==> src/hw/rtl/mofas_pkg.sv <==
package mofas_pkg;

    localparam int SAMPLE_W        = 16;
    localparam int VOLT_W          = 21;
    localparam int WEIGHT_W        = 5;
    localparam int GAIN_W          = 3;
    localparam int CFG_IDX_W       = 1;
    localparam int CFG_DATA_W      = 3;
    localparam int IN_TDATA_W      = 16;
    localparam int OUT_TDATA_W     = 24;
    localparam int DEF_SAMPLES     = 5;

    // Configuration register indexes.
    localparam logic [CFG_IDX_W-1:0] CFG_GAIN_CODE   = 1'd0;
    localparam logic [CFG_IDX_W-1:0] CFG_REV_POLARITY = 1'd1;

    // Gain codes of the converter.
    localparam logic [GAIN_W-1:0] GAIN_2_3X = 3'd0;
    localparam logic [GAIN_W-1:0] GAIN_1X   = 3'd1;
    localparam logic [GAIN_W-1:0] GAIN_2X   = 3'd2;
    localparam logic [GAIN_W-1:0] GAIN_4X   = 3'd3;
    localparam logic [GAIN_W-1:0] GAIN_8X   = 3'd4;
    localparam logic [GAIN_W-1:0] GAIN_16X  = 3'd5;

    typedef logic signed [SAMPLE_W-1:0] t_sample;

    // Weight in units of 7.8125 uV per bit; unsupported codes give zero.
    function automatic logic [WEIGHT_W-1:0] gain_weight(input logic [GAIN_W-1:0] code);
        logic [WEIGHT_W-1:0] w;
        case (code)
            GAIN_2_3X: w = 5'd24;
            GAIN_1X:   w = 5'd16;
            GAIN_2X:   w = 5'd8;
            GAIN_4X:   w = 5'd4;
            GAIN_8X:   w = 5'd2;
            GAIN_16X:  w = 5'd1;
            default:   w = 5'd0;
        endcase
        return w;
    endfunction

    // Two's complement negation, with the most negative value saturating.
    function automatic t_sample negate_sat(input t_sample s);
        t_sample r;
        if (s == {1'b1, {(SAMPLE_W-1){1'b0}}}) begin
            r = {1'b0, {(SAMPLE_W-1){1'b1}}};
        end else begin
            r = -s;
        end
        return r;
    endfunction

endpackage

==> src/hw/rtl/median_of_five_adc_scaler.sv <==
// The beat that completes a set loads the set register; the median and scaling stage
// then loads the output register when it is free. Throughput: one input beat per cycle,
// unless the set register is full and the output stalled; one result beat per
// SAMPLES_PER_RESULT input beats. The median is found by parallel rank counting, so no
// stage iterates. Reset (synchronous, active low) clears the fill count, the valid flags
// and the configuration registers; held readings are not cleared.
module median_of_five_adc_scaler #(
    parameter int SAMPLES_PER_RESULT = mofas_pkg::DEF_SAMPLES
) (
    input  logic                                 i_clk,
    input  logic                                 i_rst_n,
    input  logic                                 i_cfg_wr_en,
    input  logic [mofas_pkg::CFG_IDX_W-1:0]      i_cfg_index,
    input  logic [mofas_pkg::CFG_DATA_W-1:0]     i_cfg_wdata,
    input  logic                                 i_s_tvalid,
    output logic                                 o_s_tready,
    input  logic [mofas_pkg::IN_TDATA_W-1:0]     i_s_tdata,   // [15:0] raw_sample
    output logic                                 o_m_tvalid,
    input  logic                                 i_m_tready,
    output logic [mofas_pkg::OUT_TDATA_W-1:0]    o_m_tdata    // [20:0] voltage, [23:21] zero
);
    import mofas_pkg::*;

    localparam int N          = SAMPLES_PER_RESULT;
    localparam int HOLD_DEPTH = N - 1;
    localparam int CNT_W      = $clog2(N);
    localparam int HIDX_W     = (HOLD_DEPTH > 1) ? $clog2(HOLD_DEPTH) : 1;
    localparam int RANK_W     = $clog2(N);
    localparam int MED_RANK   = N / 2;
    localparam int PROD_W     = SAMPLE_W + WEIGHT_W + 1;

    logic [GAIN_W-1:0]  r_gain;
    logic               r_rev;
    t_sample            r_held [0:HOLD_DEPTH-1];
    logic [CNT_W-1:0]   r_fill;
    t_sample            r_set [0:N-1];
    logic [GAIN_W-1:0]  r_set_gain;
    logic               r_set_valid;
    logic               r_out_valid;
    logic [VOLT_W-1:0]  r_voltage;

    t_sample               s_sample;
    logic                  s_acc;
    logic                  s_last;
    logic                  b_load;
    logic [RANK_W-1:0]     rank [0:N-1];
    t_sample               med;
    logic signed [PROD_W-1:0] prod;
    logic [VOLT_W-1:0]     n_voltage;

    // Configuration writes.
    always_ff @(posedge i_clk) begin
        if (!i_rst_n) begin
            r_gain <= GAIN_2_3X;
            r_rev  <= 1'b0;
        end else if (i_cfg_wr_en) begin
            case (i_cfg_index)
                CFG_GAIN_CODE:    r_gain <= i_cfg_wdata[GAIN_W-1:0];
                CFG_REV_POLARITY: r_rev  <= i_cfg_wdata[0];
                default:          ;
            endcase
        end
    end

    assign b_load     = !r_out_valid || i_m_tready;
    assign o_s_tready = !r_set_valid || b_load;
    assign s_acc      = i_s_tvalid && o_s_tready;
    assign s_last     = (r_fill == CNT_W'(HOLD_DEPTH));
    assign s_sample   = r_rev ? negate_sat(t_sample'(i_s_tdata[SAMPLE_W-1:0]))
                              : t_sample'(i_s_tdata[SAMPLE_W-1:0]);

    // Holding store and fill count.
    always_ff @(posedge i_clk) begin
        if (!i_rst_n) begin
            r_fill <= '0;
        end else if (s_acc) begin
            if (s_last) begin
                r_fill <= '0;
            end else begin
                r_fill <= r_fill + 1'b1;
            end
        end
    end

    always_ff @(posedge i_clk) begin
        if (s_acc && !s_last) begin
            r_held[r_fill[HIDX_W-1:0]] <= s_sample;
        end
    end

    // Set register: a snapshot of the whole set, taken on the completing beat.
    always_ff @(posedge i_clk) begin
        if (!i_rst_n) begin
            r_set_valid <= 1'b0;
        end else if (s_acc && s_last) begin
            r_set_valid <= 1'b1;
        end else if (b_load) begin
            r_set_valid <= 1'b0;
        end
    end

    always_ff @(posedge i_clk) begin
        if (s_acc && s_last) begin
            for (int k = 0; k < HOLD_DEPTH; k++) begin
                r_set[k] <= r_held[k];
            end
            r_set[N-1] <= s_sample;
            r_set_gain <= r_gain;
        end
    end

    // Each element counts the elements below it; equal values are ordered by position,
    // so the ranks are distinct and exactly one element has the middle rank.
    always_comb begin
        for (int i = 0; i < N; i++) begin
            rank[i] = '0;
            for (int j = 0; j < N; j++) begin
                if (j != i) begin
                    if ((r_set[j] < r_set[i]) || ((r_set[j] == r_set[i]) && (j < i))) begin
                        rank[i] = rank[i] + 1'b1;
                    end
                end
            end
        end
    end

    always_comb begin
        med = '0;
        for (int i = 0; i < N; i++) begin
            if (rank[i] == RANK_W'(MED_RANK)) begin
                med = med | r_set[i];
            end
        end
    end

    assign prod      = med * $signed({1'b0, gain_weight(r_set_gain)});
    assign n_voltage = prod[VOLT_W-1:0];

    // Output register.
    always_ff @(posedge i_clk) begin
        if (!i_rst_n) begin
            r_out_valid <= 1'b0;
        end else if (b_load) begin
            r_out_valid <= r_set_valid;
        end
    end

    always_ff @(posedge i_clk) begin
        if (b_load && r_set_valid) begin
            r_voltage <= n_voltage;
        end
    end

    assign o_m_tvalid = r_out_valid;
    assign o_m_tdata  = {{(OUT_TDATA_W-VOLT_W){1'b0}}, r_voltage};

`ifndef ASSERT_OFF
    a_fill_range: assert property (@(posedge i_clk) disable iff (!i_rst_n)
        r_fill <= CNT_W'(HOLD_DEPTH))
        else $error("fill count beyond the set size");

    a_set_loaded: assert property (@(posedge i_clk) disable iff (!i_rst_n)
        (s_acc && s_last) |=> r_set_valid)
        else $error("completing beat did not load the set register");

    a_set_to_out: assert property (@(posedge i_clk) disable iff (!i_rst_n)
        (r_set_valid && b_load) |=> r_out_valid)
        else $error("set register drained without producing a result");

    a_no_fill_on_stall: assert property (@(posedge i_clk) disable iff (!i_rst_n)
        !s_acc |=> $stable(r_fill))
        else $error("fill count moved without an accepted beat");

    a_reset_clears: assert property (@(posedge i_clk)
        !i_rst_n |=> (!r_out_valid && !r_set_valid && (r_fill == '0)))
        else $error("reset left control state set");
`endif

endmodule

==> config.mk <==
export PLATFORM = sky130hd
export DESIGN_NAME = median_of_five_adc_scaler
export DESIGN_NICKNAME = d
export VERILOG_FILES = /design/src/hw/rtl/mofas_pkg.sv /design/src/hw/rtl/median_of_five_adc_scaler.sv
export SDC_FILE = /design/constraint.sdc
export NUM_CORES = 1
export LEC_CHECK = 0
export BUFFER_PORTS_ARGS = -buffer_cell sky130_fd_sc_hd__buf_4
export CAP_MARGIN = 20
export CORE_MARGIN = 2
export CORE_UTILIZATION = 24
export DETAILED_ROUTE_END_ITERATION = 10
export GPL_TIMING_DRIVEN = 1
export MAX_ROUTING_LAYER = met4
export SYNTH_ARGS = -nofsm -noshare
export SYNTH_HDL_FRONTEND = slang
export SYNTH_SLANG_ARGS = --single-unit
export TNS_END_PERCENT = 20
==> constraint.sdc <==
create_clock -name i_clk -period 9.5 [get_ports i_clk]
set_input_delay 1.9 -clock i_clk [delete_from_list [all_inputs] [get_ports i_clk]]
set_output_delay 1.9 -clock i_clk [all_outputs]
set_load 0.005 [all_outputs]
==> qor.csv, run 1 <==
stage,metric,value,unit
outcome,outcome,finished clean,
clocking,Root Driver,clkbuf_16,
pwr,pwr dens,104,mW/mm^2
clocking,CTS tree,yes,
finish,Final Net Count,1636,
clocking,Sink Count,177,
sta,final hold vios,0,
finish,Area growth syn-to-layout,13.0,%
placement,Place WS,0.468,ns
hold_path,hold-critical path endpoint,r_set[0][48],
detailed_routing,routed via count,10266,
setup_path,Worst Setup Start Kind,flip-flop,
sta,Max Clock Skew,0.0173,ns
setup_path,Setup crit end kind,flip-flop,
hold_path,Hold Path Depth,0,
global_route,first-pass GRT wire length,59900,um
sta,worst-margin pin slew,1.18,ns
global_route,grt ovf,0,
placement,input/output buffers,47,
pwr,LEAKAGE,6.60,nW
detailed_routing,Routed Antenna Nets,0,
die,Placeable Area,0.0579,sq mm
clocking,Max Root-Sink Buffers,2,
hold_path,Min-Delay Path Class,reg2reg,
synth,YS warnings,0,
placement,dpl hpwl,32600,um
clocking,H-tree lvl count,4,
synth,Post-synth top flop,edfxtp_1,
synth,sequential share of the synthesized area,37.0,%
placement,GPL Wtd Cong,0.906,
setup_path,r2r setup slk,0.48,ns
sta,Final setup viols,0,
detailed_routing,Initial DRC Count,834,
sta,Achievable Freq,111,MHz
setup_path,WP buf/inv,4,
synth,Netlist cell types,95,
setup_path,Crit path arrival time,9.24,ns
sta,RSZ-0062 raised after global routing,no,
setup_path,Crit Path Category,reg2reg,
finish,"commonest non-fill, non-tap cell in the layout",ha_1,
hold_path,Worst Hold Launch,r_held[3][0],
detailed_routing,routed length per instance,18.6,um
synth,cell area after synthesis,0.0141,sq mm
sta,Pins Over Slew Limit,0,
detailed_routing,DRC viols,0,
setup_path,Crit path top cell by count,ha_1,
finish,Final Cell Area,0.0160,sq mm
die,die area,0.0608,sq mm
die,Row Count,88,
setup_path,reg2reg end,r_voltage[17],
finish,most frequent cells in the layout,"ha_1 (216), inv_1 (181), edfxtp_1 (168)",
sta,setup slack after layout,0.478,ns
synth,Synth area leaders,"edfxtp_1 (36%), ha_1 (19%), fa_1 (6.8%)",
setup_path,required time of the critical path,9.72,ns
synth,#FFs+latches synth,177,
synth,Synth top area share,35.7,%
clocking,CTS clock-pin slew for the worst setup and hold paths,0.09,ns
setup_path,"CP delay by family, top",compound AO/OA/AOI/OAI gates,
setup_path,max incr delay on CP,1.07,ns
synth,Post-synth EDFFs,168,
detailed_routing,vias per cell,4.83,
pwr,Max IR drop VDD,0.000115,V
clocking,worst-skew pair later-pin latency,0.46,ns
sta,worst rel slew slack,21.6,%
placement,placed cell area,0.0154,sq mm
global_route,total track usage,13.5,%
sta,Final min period,9.02,ns
die,Die Span Y,247,um
setup_path,CP max FO,5,
run,maximum capacitance violations,0,
synth,"Avg Cell Area, Syn",10.9,sq um
finish,antenna cells,0,
global_route,vias in the first global route,10366,
sta,TNS Setup,0,ns
global_route,largest net degree at the start of global routing,61,
detailed_routing,routed wire length,39500,um
synth,Post-Synthesis Cells,1291,
clocking,CTS Buf Count,17,
synth,largest area contributor in the netlist,edfxtp_1,
sta,hold slack,0.417,ns
die,Initial Util,24.4,%
setup_path,RR Startpoint,r_set[0][5],
global_route,initial antenna violation count,0,
sta,Final Cycle Share,95.0,%
die,die width,247,um
synth,post-synthesis async set-or-reset flop share,0,%
pwr,total power,1.66,mW
setup_path,Reg2Reg Depth,31,
setup_path,CP max-delay cell,a222oi_1,
detailed_routing,First-pass DRT Iterations,6,
finish,layout cell share with drive strength beyond 1,11.7,%
clocking,Post-CTS Hold Buffers,0,
die,I/O Pins,51,
-- logic make-up (layout without fill, tap and decap cells) --
logic type      after synthesis  count (layout)  synth area share (%)
mux                          12              12                 0.983
compound gates              345             345                  17.9
buf+inv                     212             278                  6.33
xor+xnor                     33              33                  2.05
flops                       177             177                  37.0
other cells                   1               3                0.0265
fa+ha+maj                   264             264                  25.9
simple gates                247             247                  9.86
-- what timing repair did --
item,in CTS,in global routing
buffers inserted,0,1
resized for setup,0,0
endpoints found under the setup margin,0,2
-- sequential cells by signal (all words and copies together), names as in the netlist --
name and flops:
o_m_tvalid 1, r_fill 3, r_gain 3, r_held 64
r_rev 1, r_set 80, r_set_gain 3, r_set_valid 1
r_voltage 21
-- through the flow --
step,instances,utilization (%)
2_1_floorplan,1293,-
3_3_place_gp,2092,26.6
3_5_place_dp,2092,26.6
4_1_cts,2123,27.6
5_1_grt,2124,27.6
6_report,2124,27.6
-- synthesized netlist by cell type (12+ instances only) --
master      n
fa_1       48
nand3_1    25
nor2b_1    18
a21oi_1    99
o21ai_1    32
o21ai_0    44
xnor2_1    15
xor2_1     18
nor2_1     37
nand4_1    25
a221o_1    13
a21o_1     17
a32oi_1    18
and2_1     12
ha_1      216
edfxtp_1  168
nand2_1    58
inv_1     181
a221oi_2   13
-- per-layer routing --
layer	up-vias	share of wire, %	track usage (%)
met4	0	2.8	4.77
met1	4968	48	17.9
li1	4931	-	-
met3	63	5.7	2.79
met5	-	0	-
met2	304	44	20.5
-- how the worst max path moves through the flow --
stage                       startpoint       endpoint  slack, ns  cells past startpoint
after floorplan           r_set[0][41]  r_voltage[17]       2.00                     31
after global placement    r_set[0][21]  r_voltage[17]       0.45                     31
after detailed placement   r_set[0][5]  r_voltage[17]       0.47                     29
after CTS                  r_set[0][5]  r_voltage[17]       0.45                     30
after global routing      r_set[0][26]  r_voltage[19]     0.0003                     30
final                      r_set[0][5]  r_voltage[17]       0.48                     31
-- cell type report --
cell class,instances,area [sq um]
fill,6091,41900
clock inverter,14,146
tap,765,957
sequential,177,5230
timing repair buffer,65,500
clock buffer,17,425
inverter,182,686
multi-input combinational,904,8030
-- where the power goes --
part           leakage (nW)  internal (mW)  total, mW  switching (mW)
Clock                 0.280          0.347      0.694           0.347
Combinational          4.73         0.0333     0.0939          0.0605
Sequential             1.60          0.870      0.876         0.00545
No activity file was read; power rests on OpenSTA's default activity.
==> run 2, diff against run 1 <==
--- a/config.mk
+++ b/config.mk
@@ -12,6 +12,7 @@
 export DETAILED_ROUTE_END_ITERATION = 10
 export GPL_TIMING_DRIVEN = 1
 export MAX_ROUTING_LAYER = met4
+export RECOVER_POWER = 50
 export SYNTH_ARGS = -nofsm -noshare
 export SYNTH_HDL_FRONTEND = slang
 export SYNTH_SLANG_ARGS = --single-unit
==> qor.csv, run 2 (synthesis results as in run 1) <==
stage,metric,value,unit,change
hold_path,hold-critical path endpoint,r_set[0][48],,unchanged
clocking,Post-CTS Hold Buffers,0,,unchanged
setup_path,Crit path arrival time,9.22,ns,was 9.24 ns
outcome,outcome,finished with violations,,was finished clean
placement,Place WS,0.468,ns,unchanged
detailed_routing,Initial DRC Count,861,,was 834
pwr,Max IR drop VDD,0.000115,V,about the same
detailed_routing,routed via count,10288,,was 10266
detailed_routing,routed wire length,39500,um,about the same
sta,Final setup viols,0,,unchanged
setup_path,Crit path top cell by count,ha_1,,unchanged
finish,"commonest non-fill, non-tap cell in the layout",ha_1,,unchanged
clocking,Root Driver,clkbuf_16,,unchanged
outcome,failing checks,"max-capacitance violations, max-slew violations",,
global_route,vias in the first global route,10366,,unchanged
detailed_routing,DRC viols,0,,unchanged
finish,layout cell share with drive strength beyond 1,11.3,%,was 11.7%
sta,RSZ-0062 raised after global routing,no,,unchanged
setup_path,required time of the critical path,9.72,ns,about the same
finish,non-filler instance count after layout,2124,,unchanged
finish,Final Net Count,1636,,unchanged
finish,antenna cells,0,,unchanged
setup_path,Worst Setup Start Kind,flip-flop,,unchanged
die,Placeable Area,0.0579,sq mm,unchanged
clocking,Max Root-Sink Buffers,2,,unchanged
die,I/O Pins,51,,unchanged
global_route,initial antenna violation count,0,,unchanged
finish,max FFs per register,80,,unchanged
setup_path,CP max-delay cell,a222oi_1,,unchanged
clocking,CTS tree,yes,,unchanged
pwr,LEAKAGE,6.58,nW,was 6.60 nW
global_route,first-pass GRT wire length,59900,um,unchanged
finish,Biggest register,r_set,,unchanged
sta,worst rel slew slack,-49.5,%,was 21.6%
placement,GPL Wtd Cong,0.906,,unchanged
setup_path,max incr delay on CP,1.07,ns,about the same
pwr,pwr dens,104,mW/mm^2,about the same
setup_path,Reg2Reg Depth,31,,unchanged
clocking,H-tree lvl count,4,,unchanged
die,Row Count,88,,unchanged
sta,Max Clock Skew,0.0169,ns,was 0.0173 ns
setup_path,Setup crit end kind,flip-flop,,unchanged
setup_path,r2r setup slk,0.51,ns,was 0.48 ns
die,die area,0.0608,sq mm,unchanged
finish,most frequent cells in the layout,"ha_1 (216), inv_1 (181), edfxtp_1 (168)",,unchanged
sta,Final Cycle Share,94.7,%,was 95.0%
global_route,total track usage,13.5,%,unchanged
hold_path,Worst Hold Launch,r_held[3][0],,unchanged
detailed_routing,First-pass DRT Iterations,5,,was 6
sta,hold slack,0.417,ns,about the same
placement,placed cell area,0.0154,sq mm,unchanged
sta,worst-margin pin slew,2.23,ns,was 1.18 ns
setup_path,Crit Path Category,reg2reg,,unchanged
finish,Final Cell Area,0.0159,sq mm,was 0.0160 sq mm
hold_path,Min-Delay Path Class,reg2reg,,unchanged
finish,Area growth syn-to-layout,12.8,%,was 13.0%
global_route,largest net degree at the start of global routing,61,,unchanged
sta,final hold vios,0,,unchanged
clocking,CTS clock-pin slew for the worst setup and hold paths,0.09,ns,about the same
sta,TNS Setup,0,ns,unchanged
global_route,grt ovf,0,,unchanged
die,die width,247,um,unchanged
placement,dpl hpwl,32600,um,unchanged
sta,Pins Over Slew Limit,25,,was 0
sta,Final min period,8.99,ns,was 9.02 ns
setup_path,CP max FO,5,,unchanged
clocking,CTS Buf Count,17,,unchanged
sta,Achievable Freq,111,MHz,about the same
sta,setup slack after layout,0.506,ns,was 0.478 ns
setup_path,reg2reg end,r_voltage[17],,unchanged
clocking,worst-skew pair later-pin latency,0.46,ns,about the same
finish,filler instances,6098,,was 6091
finish,Final Util,27.5,%,was 27.6%
clocking,Sink Count,177,,unchanged
placement,Placed Cells incl. Taps,2092,,unchanged
detailed_routing,routed length per instance,18.6,um,about the same
die,Initial Util,24.4,%,unchanged
detailed_routing,Routed Antenna Nets,0,,unchanged
run,maximum capacitance violations,1,,was 0
placement,input/output buffers,47,,unchanged
detailed_routing,vias per cell,4.84,,was 4.83
hold_path,Hold Path Depth,0,,unchanged
pwr,total power,1.66,mW,about the same
setup_path,RR Startpoint,r_set[0][5],,unchanged
die,Die Span Y,247,um,unchanged
## run 2: critical path: cells and delay by family (launching register included)
kind                       cells  cell delay (ns)
AOI/OAI and AO/OA             13             4.17
xor gates and xnor gates       2             0.24
adders and majority gates      7             2.57
buffers and inverters          4             0.45
DFF                            1             0.54
and+or+nand+nor                5             0.81
## run 2: where the power goes
| part | total, mW | internal [mW] | switching (mW) |
|---|---|---|---|
| clock network | 0.694 | 0.347 | 0.347 |
| logic | 0.0936 | 0.0330 | 0.0606 |
| registers | 0.876 | 0.870 | 0.00545 |
## run 2: per-layer routing
metal,share of wire [%],track usage (%),vias up
met5,0,-,-
met3,5.8,2.79,59
li1,-,-,4929
met4,2.8,4.77,0
met1,48,17.9,4987
met2,44,20.5,313
## run 2: repair_timing
action	4_1_cts	5_1_grt
buffers inserted	0	1
resized for setup	0	0
endpoints found under the setup margin	0	2
## run 2: worst max path at each step
stage,start,end,slack [ns],cells after the start
CTS,r_set[0][5],r_voltage[17],0.45,30
global route,r_set[0][26],r_voltage[19],0.0003,30
finish,r_set[0][5],r_voltage[17],0.51,31
detailed placement,r_set[0][5],r_voltage[17],0.47,29
global placement,r_set[0][21],r_voltage[17],0.45,31
floorplan,r_set[0][41],r_voltage[17],2.00,31
## run 2: area by class of cell
cell class / instances / area, sq um / area share [%]
clock buffer: 17 / 425 / 2.67
clock inverter: 14 / 146 / 0.918
inverter: 182 / 686 / 4.30
multi-input combinational: 904 / 8020 / 50.3
sequential: 177 / 5230 / 32.8
tap: 765 / 957 / 6.00
timing repair buffer: 65 / 485 / 3.04
==> run 3, diff against run 2 <==
==> constraint.sdc (replaced) <==
create_clock -name i_clk -period 8.01 [get_ports i_clk]
set_input_delay 1.602 -clock i_clk [delete_from_list [all_inputs] [get_ports i_clk]]
set_output_delay 1.602 -clock i_clk [all_outputs]
set_load 0.005 [all_outputs]
==> qor.csv, run 3 (synthesis results as in run 1) <==
stage,metric,value,unit,change
outcome,outcome,finished clean,,was finished with violations
detailed_routing,DRC viols,0,,unchanged
setup_path,Reg2Reg Depth,35,,was 31
sta,hold slack,0.402,ns,was 0.417 ns
die,Row Count,88,,unchanged
finish,"commonest non-fill, non-tap cell in the layout",ha_1,,unchanged
hold_path,Hold Path Depth,0,,unchanged
placement,GPL Wtd Cong,0.927,,was 0.906
global_route,initial antenna violation count,1,,was 0
pwr,LEAKAGE,7.31,nW,was 6.58 nW
sta,TNS Setup,0,ns,unchanged
placement,dpl hpwl,34200,um,was 32600 um
sta,Final setup viols,0,,unchanged
finish,Area growth syn-to-layout,23.3,%,was 12.8%
global_route,vias in the first global route,10829,,was 10366
setup_path,Crit Path Category,reg2reg,,unchanged
run,maximum capacitance violations,0,,was 1
clocking,H-tree lvl count,4,,unchanged
setup_path,Crit path arrival time,7.99,ns,was 9.22 ns
pwr,total power,1.99,mW,was 1.66 mW
setup_path,max incr delay on CP,0.54,ns,was 1.07 ns
finish,multi-input gate area in the final layout,0.00839,sq mm,was 0.00802 sq mm
setup_path,Worst Setup Start Kind,flip-flop,,unchanged
finish,antenna cells,0,,unchanged
pwr,Max IR drop VDD,0.000151,V,was 0.000115 V
finish,most frequent cells in the layout,"ha_1 (205), inv_1 (178), buf_4 (172)",,"was ha_1 (216), inv_1 (181), edfxtp_1 (168)"
finish,layout cell share with drive strength beyond 1,23.4,%,was 11.3%
setup_path,Setup crit end kind,flip-flop,,unchanged
detailed_routing,First-pass DRT Iterations,7,,was 5
placement,Placed Cells incl. Taps,2184,,was 2092
die,Initial Util,24.4,%,unchanged
setup_path,Crit path top cell by count,buf_4,,was ha_1
sta,worst-margin pin slew,1.46,ns,was 2.23 ns
clocking,CTS clock-pin slew for the worst setup and hold paths,0.09,ns,about the same
sta,Final min period,7.77,ns,was 8.99 ns
finish,Final Net Count,1777,,was 1636
sta,Max Clock Skew,0.0226,ns,was 0.0169 ns
clocking,CTS tree,yes,,unchanged
global_route,largest net degree at the start of global routing,70,,was 61
hold_path,Min-Delay Path Class,reg2reg,,unchanged
finish,Reg area,0.00523,sq mm,unchanged
detailed_routing,Initial DRC Count,865,,was 861
die,I/O Pins,51,,unchanged
die,Placeable Area,0.0579,sq mm,unchanged
placement,placed cell area,0.0161,sq mm,was 0.0154 sq mm
clocking,worst-skew pair later-pin latency,0.46,ns,about the same
sta,Pins Over Slew Limit,0,,was 25
global_route,total track usage,14.0,%,was 13.5%
sta,Achievable Freq,129,MHz,was 111 MHz
finish,Final Cell Area,0.0174,sq mm,was 0.0159 sq mm
finish,Biggest register,r_set,,unchanged
finish,max FFs per register,80,,unchanged
finish,non-filler instance count after layout,2265,,was 2124
clocking,Post-CTS Hold Buffers,0,,unchanged
clocking,Root Driver,clkbuf_16,,unchanged
clocking,Max Root-Sink Buffers,2,,unchanged
placement,input/output buffers,47,,unchanged
detailed_routing,Routed Antenna Nets,0,,unchanged
sta,final hold vios,0,,unchanged
global_route,first-pass GRT wire length,62300,um,was 59900 um
clocking,CTS Buf Count,17,,unchanged
setup_path,required time of the critical path,8.23,ns,was 9.72 ns
detailed_routing,routed wire length,41900,um,was 39500 um
global_route,grt ovf,0,,unchanged
die,die area,0.0608,sq mm,unchanged
detailed_routing,routed via count,11051,,was 10288
setup_path,CP max-delay cell,fa_1,,was a222oi_1
sta,worst rel slew slack,2.72,%,was -49.5%
setup_path,CP max FO,12,,was 5
pwr,pwr dens,114,mW/mm^2,was 104 mW/mm^2
detailed_routing,routed length per instance,18.5,um,was 18.6 um
clocking,Sink Count,177,,unchanged
detailed_routing,vias per cell,4.88,,was 4.84
die,die width,247,um,unchanged
die,Die Span Y,247,um,unchanged
finish,filler instances,6016,,was 6098
setup_path,r2r setup slk,0.24,ns,was 0.51 ns
sta,Final Cycle Share,97.0,%,was 94.7%
-- run 3: cell count changes in the layout (fill, tap and decap cells not counted), sizes merged --
cell | before | now
buf | 40 | 178
clkbuf | 42 | 46
clkinv | 7 | 3
clkinvlp | 0 | 2
inv | 189 | 190
-- run 3: critical path, delay by kind of cell, from the launching register on --
kind	cells	cell delay [ns]
compound gates	13	2.65
flops	1	0.49
fa+ha+maj	7	2.45
xor+xnor	2	0.27
buf+inv	10	1.38
simple gates	3	0.29
-- run 3: metal layers --
metal | GRT usage [%] | up-vias | share of wire, %
met1 | 19.2 | 5451 | 47
met5 | - | - | 0
met3 | 2.18 | 50 | 5.8
li1 | - | 5219 | -
met4 | 4.70 | 0 | 2.5
met2 | 21.1 | 331 | 45
-- run 3: area by class of cell --
| class | count | area share (%) |
|---|---|---|
| clock buffers | 18 | 2.46 |
| clock inverters | 13 | 0.704 |
| inverters | 182 | 3.94 |
| multi-input cells | 904 | 48.2 |
| flip-flops and latches | 177 | 30.0 |
| well taps | 765 | 5.49 |
| repair buffers | 206 | 9.25 |
-- run 3: path summary, 6_finish.rpt --
kind / endpoint / from
max reg2reg: r_voltage[17] / r_set[0][3]
max: r_voltage[17] / r_set[0][3]
min reg2reg: r_set[0][60] / r_held[3][12]
min: r_set[0][60] / r_held[3][12]
-- run 3: per-stage QoR --
stage,utilization [%],setup WS (ns)
final,30.1,0.240
after global routing,30.1,-0.0623
after CTS,28.9,0.00426
after detailed placement,27.8,-0.574
after global placement,27.8,-0.599
after floorplan,-,0.510
-- run 3: timing repair --
action                                  CTS  global route
pin swaps                                 3            36
endpoints found under the setup margin   10            10
gates cloned                              0             2
setup buffers                             4            44
resized for setup                         9            70
-- run 3: power by group --
group | switching, mW | internal [mW] | leakage [nW] | total, mW
combinational | 0.0755 | 0.0486 | 5.45 | 0.124
clock | 0.421 | 0.409 | 0.267 | 0.831
sequential | 0.00585 | 1.03 | 1.60 | 1.04
total | 0.503 | 1.49 | 7.31 | 1.99
